<file path="src/hw/rtl/grid_maze_dfs_path_search_macros.svh">
// Assertion macros shared by the grid maze search RTL.
// No dependencies; expects clk and arst_n in the enclosing module.
`ifndef GRID_MAZE_DFS_PATH_SEARCH_MACROS_SVH
`define GRID_MAZE_DFS_PATH_SEARCH_MACROS_SVH

// same-cycle implication
`define GMDS_ASSERT_NOW(label, ante, cons, msg) \
	label: assert property (@(posedge clk) disable iff (!arst_n) (ante) |-> (cons)) \
		else $error(msg);

// next-cycle implication
`define GMDS_ASSERT_NEXT(label, ante, cons, msg) \
	label: assert property (@(posedge clk) disable iff (!arst_n) (ante) |=> (cons)) \
		else $error(msg);

`endif

</file>
<file path="src/hw/rtl/gmds_pkg.sv">
// Constants for the grid maze depth-first search block.
// No dependencies.
package gmds_pkg;

	localparam int GRID_SIDE   = 8;
	localparam int STACK_DEPTH = 256;
	localparam int MAX_OUT     = 64;

	localparam int COORD_W = 3;
	localparam int CELL_W  = 2 * COORD_W;
	localparam int N_CELLS = 2 ** CELL_W;
	localparam int SP_W    = $clog2(STACK_DEPTH + 1);
	localparam int ADDR_W  = $clog2(STACK_DEPTH);
	localparam int CNT_W   = $clog2(MAX_OUT + 2);

	localparam logic CMD_LOAD   = 1'b0;
	localparam logic CMD_SEARCH = 1'b1;

endpackage

</file>
<file path="src/hw/rtl/gmds_ram.sv">
// Generic single-write, single-read RAM with registered read data.
// No dependencies.
module gmds_ram #(
	parameter int WIDTH = 8,
	parameter int DEPTH = 256
) (
	input  logic                     clk,
	input  logic                     we,
	input  logic [$clog2(DEPTH)-1:0] waddr,
	input  logic [WIDTH-1:0]         wdata,
	input  logic                     re,
	input  logic [$clog2(DEPTH)-1:0] raddr,
	output logic [WIDTH-1:0]         rdata
);

	logic [WIDTH-1:0] mem_q [DEPTH];

	always_ff @(posedge clk) begin
		if (we) begin
			mem_q[waddr] <= wdata;
		end
		if (re) begin
			rdata <= mem_q[raddr];
		end
	end

endmodule

</file>
<file path="src/hw/rtl/grid_maze_dfs_path_search.sv">
// Grid maze depth-first search, top level.
// Depends on gmds_pkg, gmds_ram and grid_maze_dfs_path_search_macros.svh.
//
// Usage:
//  - Input channel (cmd_valid / cmd_stall) carries command, row, col, open.
//    A load (command 0) writes one cell of the open map;
//    loads may follow each other in every cycle and give no result.
//  - A search (command 1) names a target cell. The block runs a stack DFS
//    from cell (0,0) and holds cmd_stall high until its last result has been
//    placed in the output register.
//  - Result channel (res_valid / res_stall) gives path cells from the stack
//    top down with found = 1, or one not-found result; last marks the end.
//  - Search cost: each pop passes through POP and CHECK; each newly visited cell
//    adds the neighbor checks in NBR (one neighbor per cycle, one stack write port),
//    then two scans of the stack, each entry read in SCAN_RD and checked in SCAN_CK
//    (count pass, emit pass). The stack RAM's registered read sets these steps.
//  - A stalled receiver freezes the sequencer at the next result; the output
//    register holds its transfer until res_stall drops.
//  - Reset (arst_n low) clears the open map (all walls), visited map, stack
//    pointer and sequencer; stack contents stay undefined.

`include "grid_maze_dfs_path_search_macros.svh"

module grid_maze_dfs_path_search (
	input  logic                        clk,
	input  logic                        arst_n,
	input  logic                        cmd_valid,
	output logic                        cmd_stall,
	input  logic                        command,
	input  logic [gmds_pkg::COORD_W-1:0] row,
	input  logic [gmds_pkg::COORD_W-1:0] col,
	input  logic                        open,
	output logic                        res_valid,
	input  logic                        res_stall,
	output logic [gmds_pkg::COORD_W-1:0] path_row,
	output logic [gmds_pkg::COORD_W-1:0] path_col,
	output logic                        found,
	output logic                        truncated,
	output logic                        last
);
	import gmds_pkg::*;

	typedef enum logic [2:0] {
		ST_IDLE, ST_POP, ST_CHECK, ST_NBR, ST_SCAN_INIT, ST_SCAN_RD, ST_SCAN_CK, ST_NOT_FOUND
	} state_t;

	typedef enum logic [1:0] {DIR_RIGHT, DIR_DOWN, DIR_UP, DIR_LEFT} dir_t;

	localparam logic [COORD_W:0] GS_EXT  = (COORD_W + 1)'(GRID_SIDE);
	localparam logic [SP_W-1:0]  SP_FULL = SP_W'(STACK_DEPTH);
	localparam logic [CNT_W-1:0] CNT_SAT = CNT_W'(MAX_OUT + 1);
	localparam logic [CNT_W-1:0] CNT_MAX = CNT_W'(MAX_OUT);

	state_t               state_q;
	dir_t                 dir_q;
	logic [N_CELLS-1:0]   open_q;
	logic [N_CELLS-1:0]   visited_q;
	logic [SP_W-1:0]      sp_q;
	logic [CELL_W-1:0]    cur_q;
	logic [CELL_W-1:0]    target_q;
	logic                 tgt_ok_q;
	logic                 ovf_q;
	logic                 pass_q;
	logic [ADDR_W-1:0]    scan_q;
	logic [CNT_W-1:0]     cnt_q;
	logic [CNT_W-1:0]     n_q;
	logic [CNT_W-1:0]     emit_cnt_q;

	logic                 out_valid_q;
	logic [COORD_W-1:0]   out_row_q;
	logic [COORD_W-1:0]   out_col_q;
	logic                 out_found_q;
	logic                 out_trunc_q;
	logic                 out_last_q;

	// stack RAM ports
	logic                 ram_we;
	logic [ADDR_W-1:0]    ram_waddr;
	logic [CELL_W-1:0]    ram_wdata;
	logic                 ram_re;
	logic [ADDR_W-1:0]    ram_raddr;
	logic [CELL_W-1:0]    ram_rdata;

	logic                 in_xfer;
	logic                 out_free;
	logic                 row_ok;
	logic                 col_ok;
	logic [COORD_W-1:0]   cur_r;
	logic [COORD_W-1:0]   cur_c;
	logic [CELL_W-1:0]    nb;
	logic                 nb_ok;
	logic                 nb_push;
	logic                 sp_full;
	logic                 rd_hit;
	logic                 cur_hit;
	logic                 rd_vis;
	logic [CNT_W-1:0]     cnt_nx;
	logic                 emit_last;

	assign in_xfer  = cmd_valid && !cmd_stall;
	assign out_free = !out_valid_q || !res_stall;
	assign row_ok   = {1'b0, row} < GS_EXT;
	assign col_ok   = {1'b0, col} < GS_EXT;
	assign sp_full  = sp_q == SP_FULL;

	assign cur_r = cur_q[CELL_W-1:COORD_W];
	assign cur_c = cur_q[COORD_W-1:0];

	// one neighbor per cycle, right / down / up / left
	always_comb begin
		nb    = cur_q;
		nb_ok = 1'b0;
		unique case (dir_q)
			DIR_RIGHT: begin
				nb_ok = ({1'b0, cur_c} + 1'b1) < GS_EXT;
				nb    = {cur_r, cur_c + 1'b1};
			end
			DIR_DOWN: begin
				nb_ok = ({1'b0, cur_r} + 1'b1) < GS_EXT;
				nb    = {cur_r + 1'b1, cur_c};
			end
			DIR_UP: begin
				nb_ok = cur_r != '0;
				nb    = {cur_r - 1'b1, cur_c};
			end
			DIR_LEFT: begin
				nb_ok = cur_c != '0;
				nb    = {cur_r, cur_c - 1'b1};
			end
			default: begin
				nb_ok = 1'b0;
				nb    = cur_q;
			end
		endcase
	end

	assign nb_push = nb_ok && open_q[nb] && !visited_q[nb];
	assign rd_hit  = tgt_ok_q && (ram_rdata == target_q);
	assign cur_hit = tgt_ok_q && (cur_q == target_q);
	assign rd_vis  = visited_q[ram_rdata];
	assign cnt_nx  = (rd_vis && cnt_q != CNT_SAT) ? cnt_q + 1'b1 : cnt_q;
	assign emit_last = emit_cnt_q == (n_q - 1'b1);

	// stack write / read port steering
	always_comb begin
		ram_we    = 1'b0;
		ram_waddr = sp_q[ADDR_W-1:0];
		ram_wdata = ram_rdata;
		ram_re    = 1'b0;
		ram_raddr = scan_q;
		unique case (state_q)
			ST_IDLE: begin
				ram_we    = in_xfer && command == CMD_SEARCH;
				ram_waddr = '0;
				ram_wdata = '0;
			end
			ST_POP: begin
				ram_re    = 1'b1;
				ram_raddr = ADDR_W'(sp_q - 1'b1);
			end
			ST_CHECK: begin
				ram_we    = !rd_vis;
				ram_wdata = ram_rdata;
			end
			ST_NBR: begin
				ram_we    = nb_push && !sp_full;
				ram_wdata = nb;
			end
			ST_SCAN_RD: begin
				ram_re = 1'b1;
			end
			default: begin
				ram_we = 1'b0;
				ram_re = 1'b0;
			end
		endcase
	end

	gmds_ram #(
		.WIDTH (CELL_W),
		.DEPTH (STACK_DEPTH)
	) u_stack (
		.clk   (clk),
		.we    (ram_we),
		.waddr (ram_waddr),
		.wdata (ram_wdata),
		.re    (ram_re),
		.raddr (ram_raddr),
		.rdata (ram_rdata)
	);

	always_ff @(posedge clk or negedge arst_n) begin
		if (!arst_n) begin
			state_q     <= ST_IDLE;
			dir_q       <= DIR_RIGHT;
			open_q      <= '0;
			visited_q   <= '0;
			sp_q        <= '0;
			cur_q       <= '0;
			ovf_q       <= 1'b0;
			pass_q      <= 1'b0;
			cnt_q       <= '0;
			n_q         <= '0;
			emit_cnt_q  <= '0;
			out_valid_q <= 1'b0;
		end else begin
			if (out_valid_q && !res_stall) begin
				out_valid_q <= 1'b0;
			end
			unique case (state_q)
				ST_IDLE: begin
					if (in_xfer) begin
						if (command == CMD_LOAD) begin
							if (row_ok && col_ok) begin
								open_q[{row, col}] <= open;
							end
						end else begin
							visited_q <= '0;
							sp_q      <= SP_W'(1);
							ovf_q     <= 1'b0;
							target_q  <= {row, col};
							tgt_ok_q  <= row_ok && col_ok;
							state_q   <= ST_POP;
						end
					end
				end
				ST_POP: begin
					sp_q    <= sp_q - 1'b1;
					state_q <= ST_CHECK;
				end
				ST_CHECK: begin
					cur_q <= ram_rdata;
					if (!rd_vis) begin
						// mark, push back, then try neighbors
						visited_q[ram_rdata] <= 1'b1;
						sp_q    <= sp_q + 1'b1;
						dir_q   <= DIR_RIGHT;
						state_q <= ST_NBR;
					end else if (rd_hit) begin
						state_q <= ST_SCAN_INIT;
					end else if (sp_q != '0) begin
						state_q <= ST_POP;
					end else begin
						state_q <= ST_NOT_FOUND;
					end
				end
				ST_NBR: begin
					if (nb_push) begin
						if (sp_full) begin
							ovf_q <= 1'b1;
						end else begin
							sp_q <= sp_q + 1'b1;
						end
					end
					dir_q <= dir_t'(dir_q + 1'b1);
					if (dir_q == DIR_LEFT) begin
						state_q <= cur_hit ? ST_SCAN_INIT : ST_POP;
					end
				end
				ST_SCAN_INIT: begin
					scan_q     <= ADDR_W'(sp_q - 1'b1);
					cnt_q      <= '0;
					emit_cnt_q <= '0;
					pass_q     <= 1'b0;
					state_q    <= ST_SCAN_RD;
				end
				ST_SCAN_RD: begin
					state_q <= ST_SCAN_CK;
				end
				ST_SCAN_CK: begin
					if (!pass_q) begin
						// count pass: find result count and truncation first
						cnt_q <= cnt_nx;
						if (scan_q == '0) begin
							ovf_q   <= ovf_q || (cnt_nx > CNT_MAX);
							n_q     <= (cnt_nx > CNT_MAX) ? CNT_MAX : cnt_nx;
							pass_q  <= 1'b1;
							scan_q  <= ADDR_W'(sp_q - 1'b1);
						end else begin
							scan_q <= scan_q - 1'b1;
						end
						state_q <= ST_SCAN_RD;
					end else if (!rd_vis) begin
						scan_q  <= scan_q - 1'b1;
						state_q <= ST_SCAN_RD;
					end else if (out_free) begin
						out_valid_q <= 1'b1;
						out_row_q   <= ram_rdata[CELL_W-1:COORD_W];
						out_col_q   <= ram_rdata[COORD_W-1:0];
						out_found_q <= 1'b1;
						out_trunc_q <= ovf_q;
						out_last_q  <= emit_last;
						emit_cnt_q  <= emit_cnt_q + 1'b1;
						if (emit_last) begin
							sp_q    <= '0;
							state_q <= ST_IDLE;
						end else begin
							scan_q  <= scan_q - 1'b1;
							state_q <= ST_SCAN_RD;
						end
					end
				end
				ST_NOT_FOUND: begin
					if (out_free) begin
						out_valid_q <= 1'b1;
						out_row_q   <= '0;
						out_col_q   <= '0;
						out_found_q <= 1'b0;
						out_trunc_q <= ovf_q;
						out_last_q  <= 1'b1;
						sp_q        <= '0;
						state_q     <= ST_IDLE;
					end
				end
				default: begin
					state_q <= ST_IDLE;
				end
			endcase
		end
	end

	assign cmd_stall = state_q != ST_IDLE;
	assign res_valid = out_valid_q;
	assign path_row  = out_row_q;
	assign path_col  = out_col_q;
	assign found     = out_found_q;
	assign truncated = out_trunc_q;
	assign last      = out_last_q;

	// every search leaves an empty stack behind
	`GMDS_ASSERT_NOW(a_idle_stack_empty, state_q == ST_IDLE, sp_q == '0, "stack not empty in idle")
	// a search starts with only the start cell on the stack
	`GMDS_ASSERT_NEXT(a_search_start, in_xfer && command == CMD_SEARCH, sp_q == SP_W'(1) && state_q == ST_POP, "bad search start")
	// the emit pass never goes past the counted results
	`GMDS_ASSERT_NOW(a_emit_bound, state_q == ST_SCAN_CK && pass_q, emit_cnt_q < n_q && n_q <= CNT_MAX, "emit count past limit")
	// a not-found result is always the only and last one
	`GMDS_ASSERT_NOW(a_not_found_last, res_valid && !found, last && path_row == '0 && path_col == '0, "bad not-found result")

endmodule
</file>
<file path="config.mk">
export PLATFORM = sky130hd
export DESIGN_NAME = grid_maze_dfs_path_search
export DESIGN_NICKNAME = d
export VERILOG_FILES = /design/src/hw/rtl/gmds_pkg.sv /design/src/hw/rtl/gmds_ram.sv /design/src/hw/rtl/grid_maze_dfs_path_search.sv
export VERILOG_INCLUDE_DIRS = /design/src /design/src/hw/rtl
export SDC_FILE = /design/constraint.sdc
export NUM_CORES = 2
export LEC_CHECK = 0
export ABC_AREA = 1
export BUFFER_PORTS_ARGS = -buffer_cell sky130_fd_sc_hd__buf_4
export CAP_MARGIN = 20
export CORE_ASPECT_RATIO = 1.1
export CORE_UTILIZATION = 55
export DETAILED_ROUTE_END_ITERATION = 10
export PLACE_DENSITY_LB_ADDON = 0.08
export SYNTH_ARGS = -nofsm -noshare
export SYNTH_HDL_FRONTEND = slang
export SYNTH_SLANG_ARGS = --single-unit
</file>
<file path="constraint.sdc">
create_clock -name clk -period 9.4 [get_ports clk]
set_clock_uncertainty 0.05 [all_clocks]
set_input_delay 0 -clock clk [delete_from_list [all_inputs] [get_ports clk]]
set_output_delay 0 -clock clk [all_outputs]
set_load 0.005 [all_outputs]
</file>
==> impl_results.md <==
* WP data arrival at around 6.2 ns
* First-pass iteration count of the detailed router at 6
* Vias/cell at 5.906
* CTS H-tree depth at 4
* Routed WL per cell at 23.35 microns
* Clock Pin Slew Worst Setup and Hold Paths at about 0.060 ns
* Die ar. at 0.1365 sq mm
* Asr flop ratio synth at 0.09902
* DRC at 0
* Clock root buffer: clkbuf_16
* Pwr Density at 386.3 mW/mm^2
* Clock share of power at 0.218
* Placed cells at roughly 8400
* WHS Path Cells at 4
* PortBufs at 22
* Total chip power at 31.59 mW
* Antenna fix cells at 0
* Largest family of logic cells by synthesized area: simple AND/OR/NAND/NOR gates
* EDFF count, synth at 1565
* Final setup TNS at 0 ns
* Slew margin rel. at 0.2377
* Critical path's largest stage delay at a little under 0.8 ns
* CP max FO at 42
* Mapped Avg Cell Area at 10.76 sq um
* R2r worst-path depth at 19
* Max stage delay cell, worst path: nand2_1
* Ratio of final minimum period to clock period at 0.6166
* Simple-gate area share of the yosys netlist at 0.1783
* Ys Warns at 0
* Family with the most delay on the worst path: simple AND/OR/NAND/NOR gates
* Layout cells sized above 1 at 0.06027
* Chip Width at around 350 microns
* FP Rows at around 140
* CP Class: reg -> reg
* Hold Path Class: in -> reg
* Worst-Skew Late Latency at 0.82 ns
* Initial drt markers at 5825
* Mapped cell area at about 0.074 sq mm
* Psw at 13.78 mW
* Crit end category: flip-flop
* Post-Synth XOR/XNOR Area at 0.004702
* Pin count of the biggest net entering global routing at 233
* Synth Area in Compound Gates at 0.08013
* FF+latch count, synth at 1737
* FMAX at between 150 and 200 MHz
* GRT overflow at 0
* Internal Power at 17.82 mW
* Chip height at 387.3 microns
* Combinational fraction of design power at 0.429
* Core ar. at roughly 0.13 sq mm
* Count of final max-slew check failures at 0
* Area grow syn2layout at 10.15%
* Post-Route WL at 203.6 mm
* Peak VDD IR at 0.5561 mV
* Maxcap violations at 0
* Status: completed
* Ys flop type: edfxtp_1
* Mapped Cells at 6902
* Sequential share of power at 0.352
* Crit path top cell by count: nand2_1
* Mux share of post-synthesis cell area at 0
* RSZ-0062 raised after global routing: no
* WP buf/inv at 2
* CTS tree: yes
* Worst-Margin Slew at between 1 and 1.5 ns
* Via count at 51515
* Top cell type's share of synthesized area at 0.6330
* Number of buffers created by CTS at 173
* Global-route wire length before repair at around 310 mm
* Synth area leader: edfxtp_1
* Worst Setup Start Kind: flip-flop
* Post-synthesis cell type count at 43
* Post-DP HPWL at 121.4 mm
* Vias in the first global route at just under 50000
* Count of endpoints failing setup in the final report at 0
* Initial antenna violation count at 0
* CP Depth at 19
* Final Hold Viols at 0
* Clock buffer depth at 3
* Hold WS at 0.09955 ns
* Starting density of the core at 0.5538
* RePlAce Congestion at 0.9454
* Static Leak at 29.75 nW
* Syn nets at 6929
* Non-filler instance count after layout at 8722
* Synth top area cells: edfxtp_1, nand2_1, dfrtp_1
* Gr usage total at 0.2958
* Post-DRT Antenna Nets at 0
* Synth Area in Adders at 0.002730
* Final min period at 5.796 ns
* Worst endpoint required time at slightly below 10 ns
* # IOs at 23
* Cell chain of the critical path: ha_1, fa_1, nand2_1, nand2_2, inv_2, nand2_1, nand3_1, o21ai_0, nand2_1, nand2_1, nand2_1, nand3_1, nand2_1, nand2_1, nand3_1, o21bai_4, buf_4, nand2_1, nor2_1
* CTS Sinks at 1737
* Nets@finish at 6818
* Final core utilization at 0.6099
* Sw Share at 0.4360
* Sequential fraction of the synthesis area at 0.6909
timing repair:
item,in CTS,in global routing
hold endpoints to repair,335,0
hold buffers,21,0
buffers inserted,0,0
gates resized for setup,0,0
worst register-to-register path, cell delays in order (launching register included):
cell	delay, ns
dfrtp_1	0.42
ha_1	0.27
fa_1	0.50
nand2_1	0.06
nand2_2	0.53
inv_2	0.39
nand2_1	0.16
nand3_1	0.07
o21ai_0	0.11
nand2_1	0.08
nand2_1	0.08
nand2_1	0.06
nand3_1	0.08
nand2_1	0.07
nand2_1	0.06
nand3_1	0.19
o21bai_4	0.32
buf_4	0.47
nand2_1	0.78
nor2_1	0.70
stage by stage:
stage               setup slack [ns]  instance area (sq um)
finish                         3.604                  81780
global route                   3.337                  81780
CTS                            3.475                  81750
detailed placement             3.469                  75920
global placement               3.405                  75900
floorplan                    -0.6005                  74260
layout by cell type, fill, tap and decap left out, drive strengths merged, types with 2 or more instances in the layout:
cell type and count:
dfrtp 172, xnor2 16, edfxtp 1565, o21ai 589, nand2 1454, a221oi 3
a2111oi 3, nor3 34, a31oi 34, fa 2, o211ai 72, or2 11
o22ai 86, clkinvlp 2, nor4 3, a21oi 311, inv 396, dlygate4sd3 20
o31ai 6, clkbuf 209, clkinv 95, xor2 23, nand3b 3, bufinv 18
nand3 829, nor3b 3, nor2 821, ha 13, buf 110, nand4 27
flip-flops by register name, summed over array words and instances (netlist names):
name and flops:
last 1, state_q 3, scan_q 8, open_q 64, path_col 3, dir_q 2, found 1, pass_q 1
cnt_q 7, visited_q 64, ovf_q 1, path_row 3, sp_q 9, cur_q 6, target_q 6, res_valid 1
truncated 1, n_q 7, u_stack.mem_q 1536, u_stack.rdata 6, emit_cnt_q 7
Yosys cell counts (11+ instances only):
cell         n
ha_1        13
o21ai_0    566
o211ai_1    72
xnor2_1     16
xor2_1      22
o21ai_1     23
inv_1      378
nand2_1   1451
a31oi_1     34
nand3_1    826
nand4_1     27
clkinv_1    14
nor2_1     818
nor3_1      26
or2_2       11
o22ai_1     86
buf_1       40
edfxtp_1  1565
a21oi_1    310
dfrtp_1    172
buf_2       99
clkbuf_1   273
final cells by class:
type	instances	area [sq um]
inverters	400	1515
repair buffers	131	1227
clock buffers	208	4534
clock inverters	111	1066
fillers	10925	52300
flip-flops and latches	1737	51300
well taps	1787	2236
multi-input cells	4348	19900
cells by family after synthesis:
kind of cell	count (synthesis)
XOR/XNOR	39
AO/OA/AOI/OAI	1109
AND/OR/NAND/NOR	3185
buffers and inverters	817
flip-flops	1737
adder cells (fa/ha/maj)	15
power by group through the flow:
stage | registers, mW | logic (mW) | clock network [mW]
final | 11.1 | 13.6 | 6.89
after global routing | 11.2 | 14.7 | 7.24
after CTS | 11.1 | 13.5 | 6.97
after detailed placement | 11.3 | 13.4 | 0
after global placement | 11.3 | 13.4 | 0
after floorplan | 11.5 | 8.00 | 0
per-layer routing:
layer | share of wire | wire length [microns] | vias to the layer above | GRT usage
li1 | - | - | 23790 | -
met1 | 0.42 | 85580 | 25123 | 0.4212
met2 | 0.47 | 95340 | 2240 | 0.4648
met3 | 0.079 | 16130 | 362 | 0.04608
met4 | 0.032 | 6601 | 0 | 0.1042
met5 | 0 | 0 | - | 0
worst paths after layout:
kind	end	start	slack, ns
max	u_stack.mem_q[123][5]	dir_q[0]	3.60
min	res_valid	res_stall	0.1
max reg2reg	u_stack.mem_q[123][5]	dir_q[0]	3.60
min reg2reg	n_q[1]	n_q[1]	0.43
max in group asynchronous	open_q[4]	arst_n	8.27
min in group asynchronous	cnt_q[6]	arst_n	0.32
No activity file was read; power rests on OpenSTA's default activity.
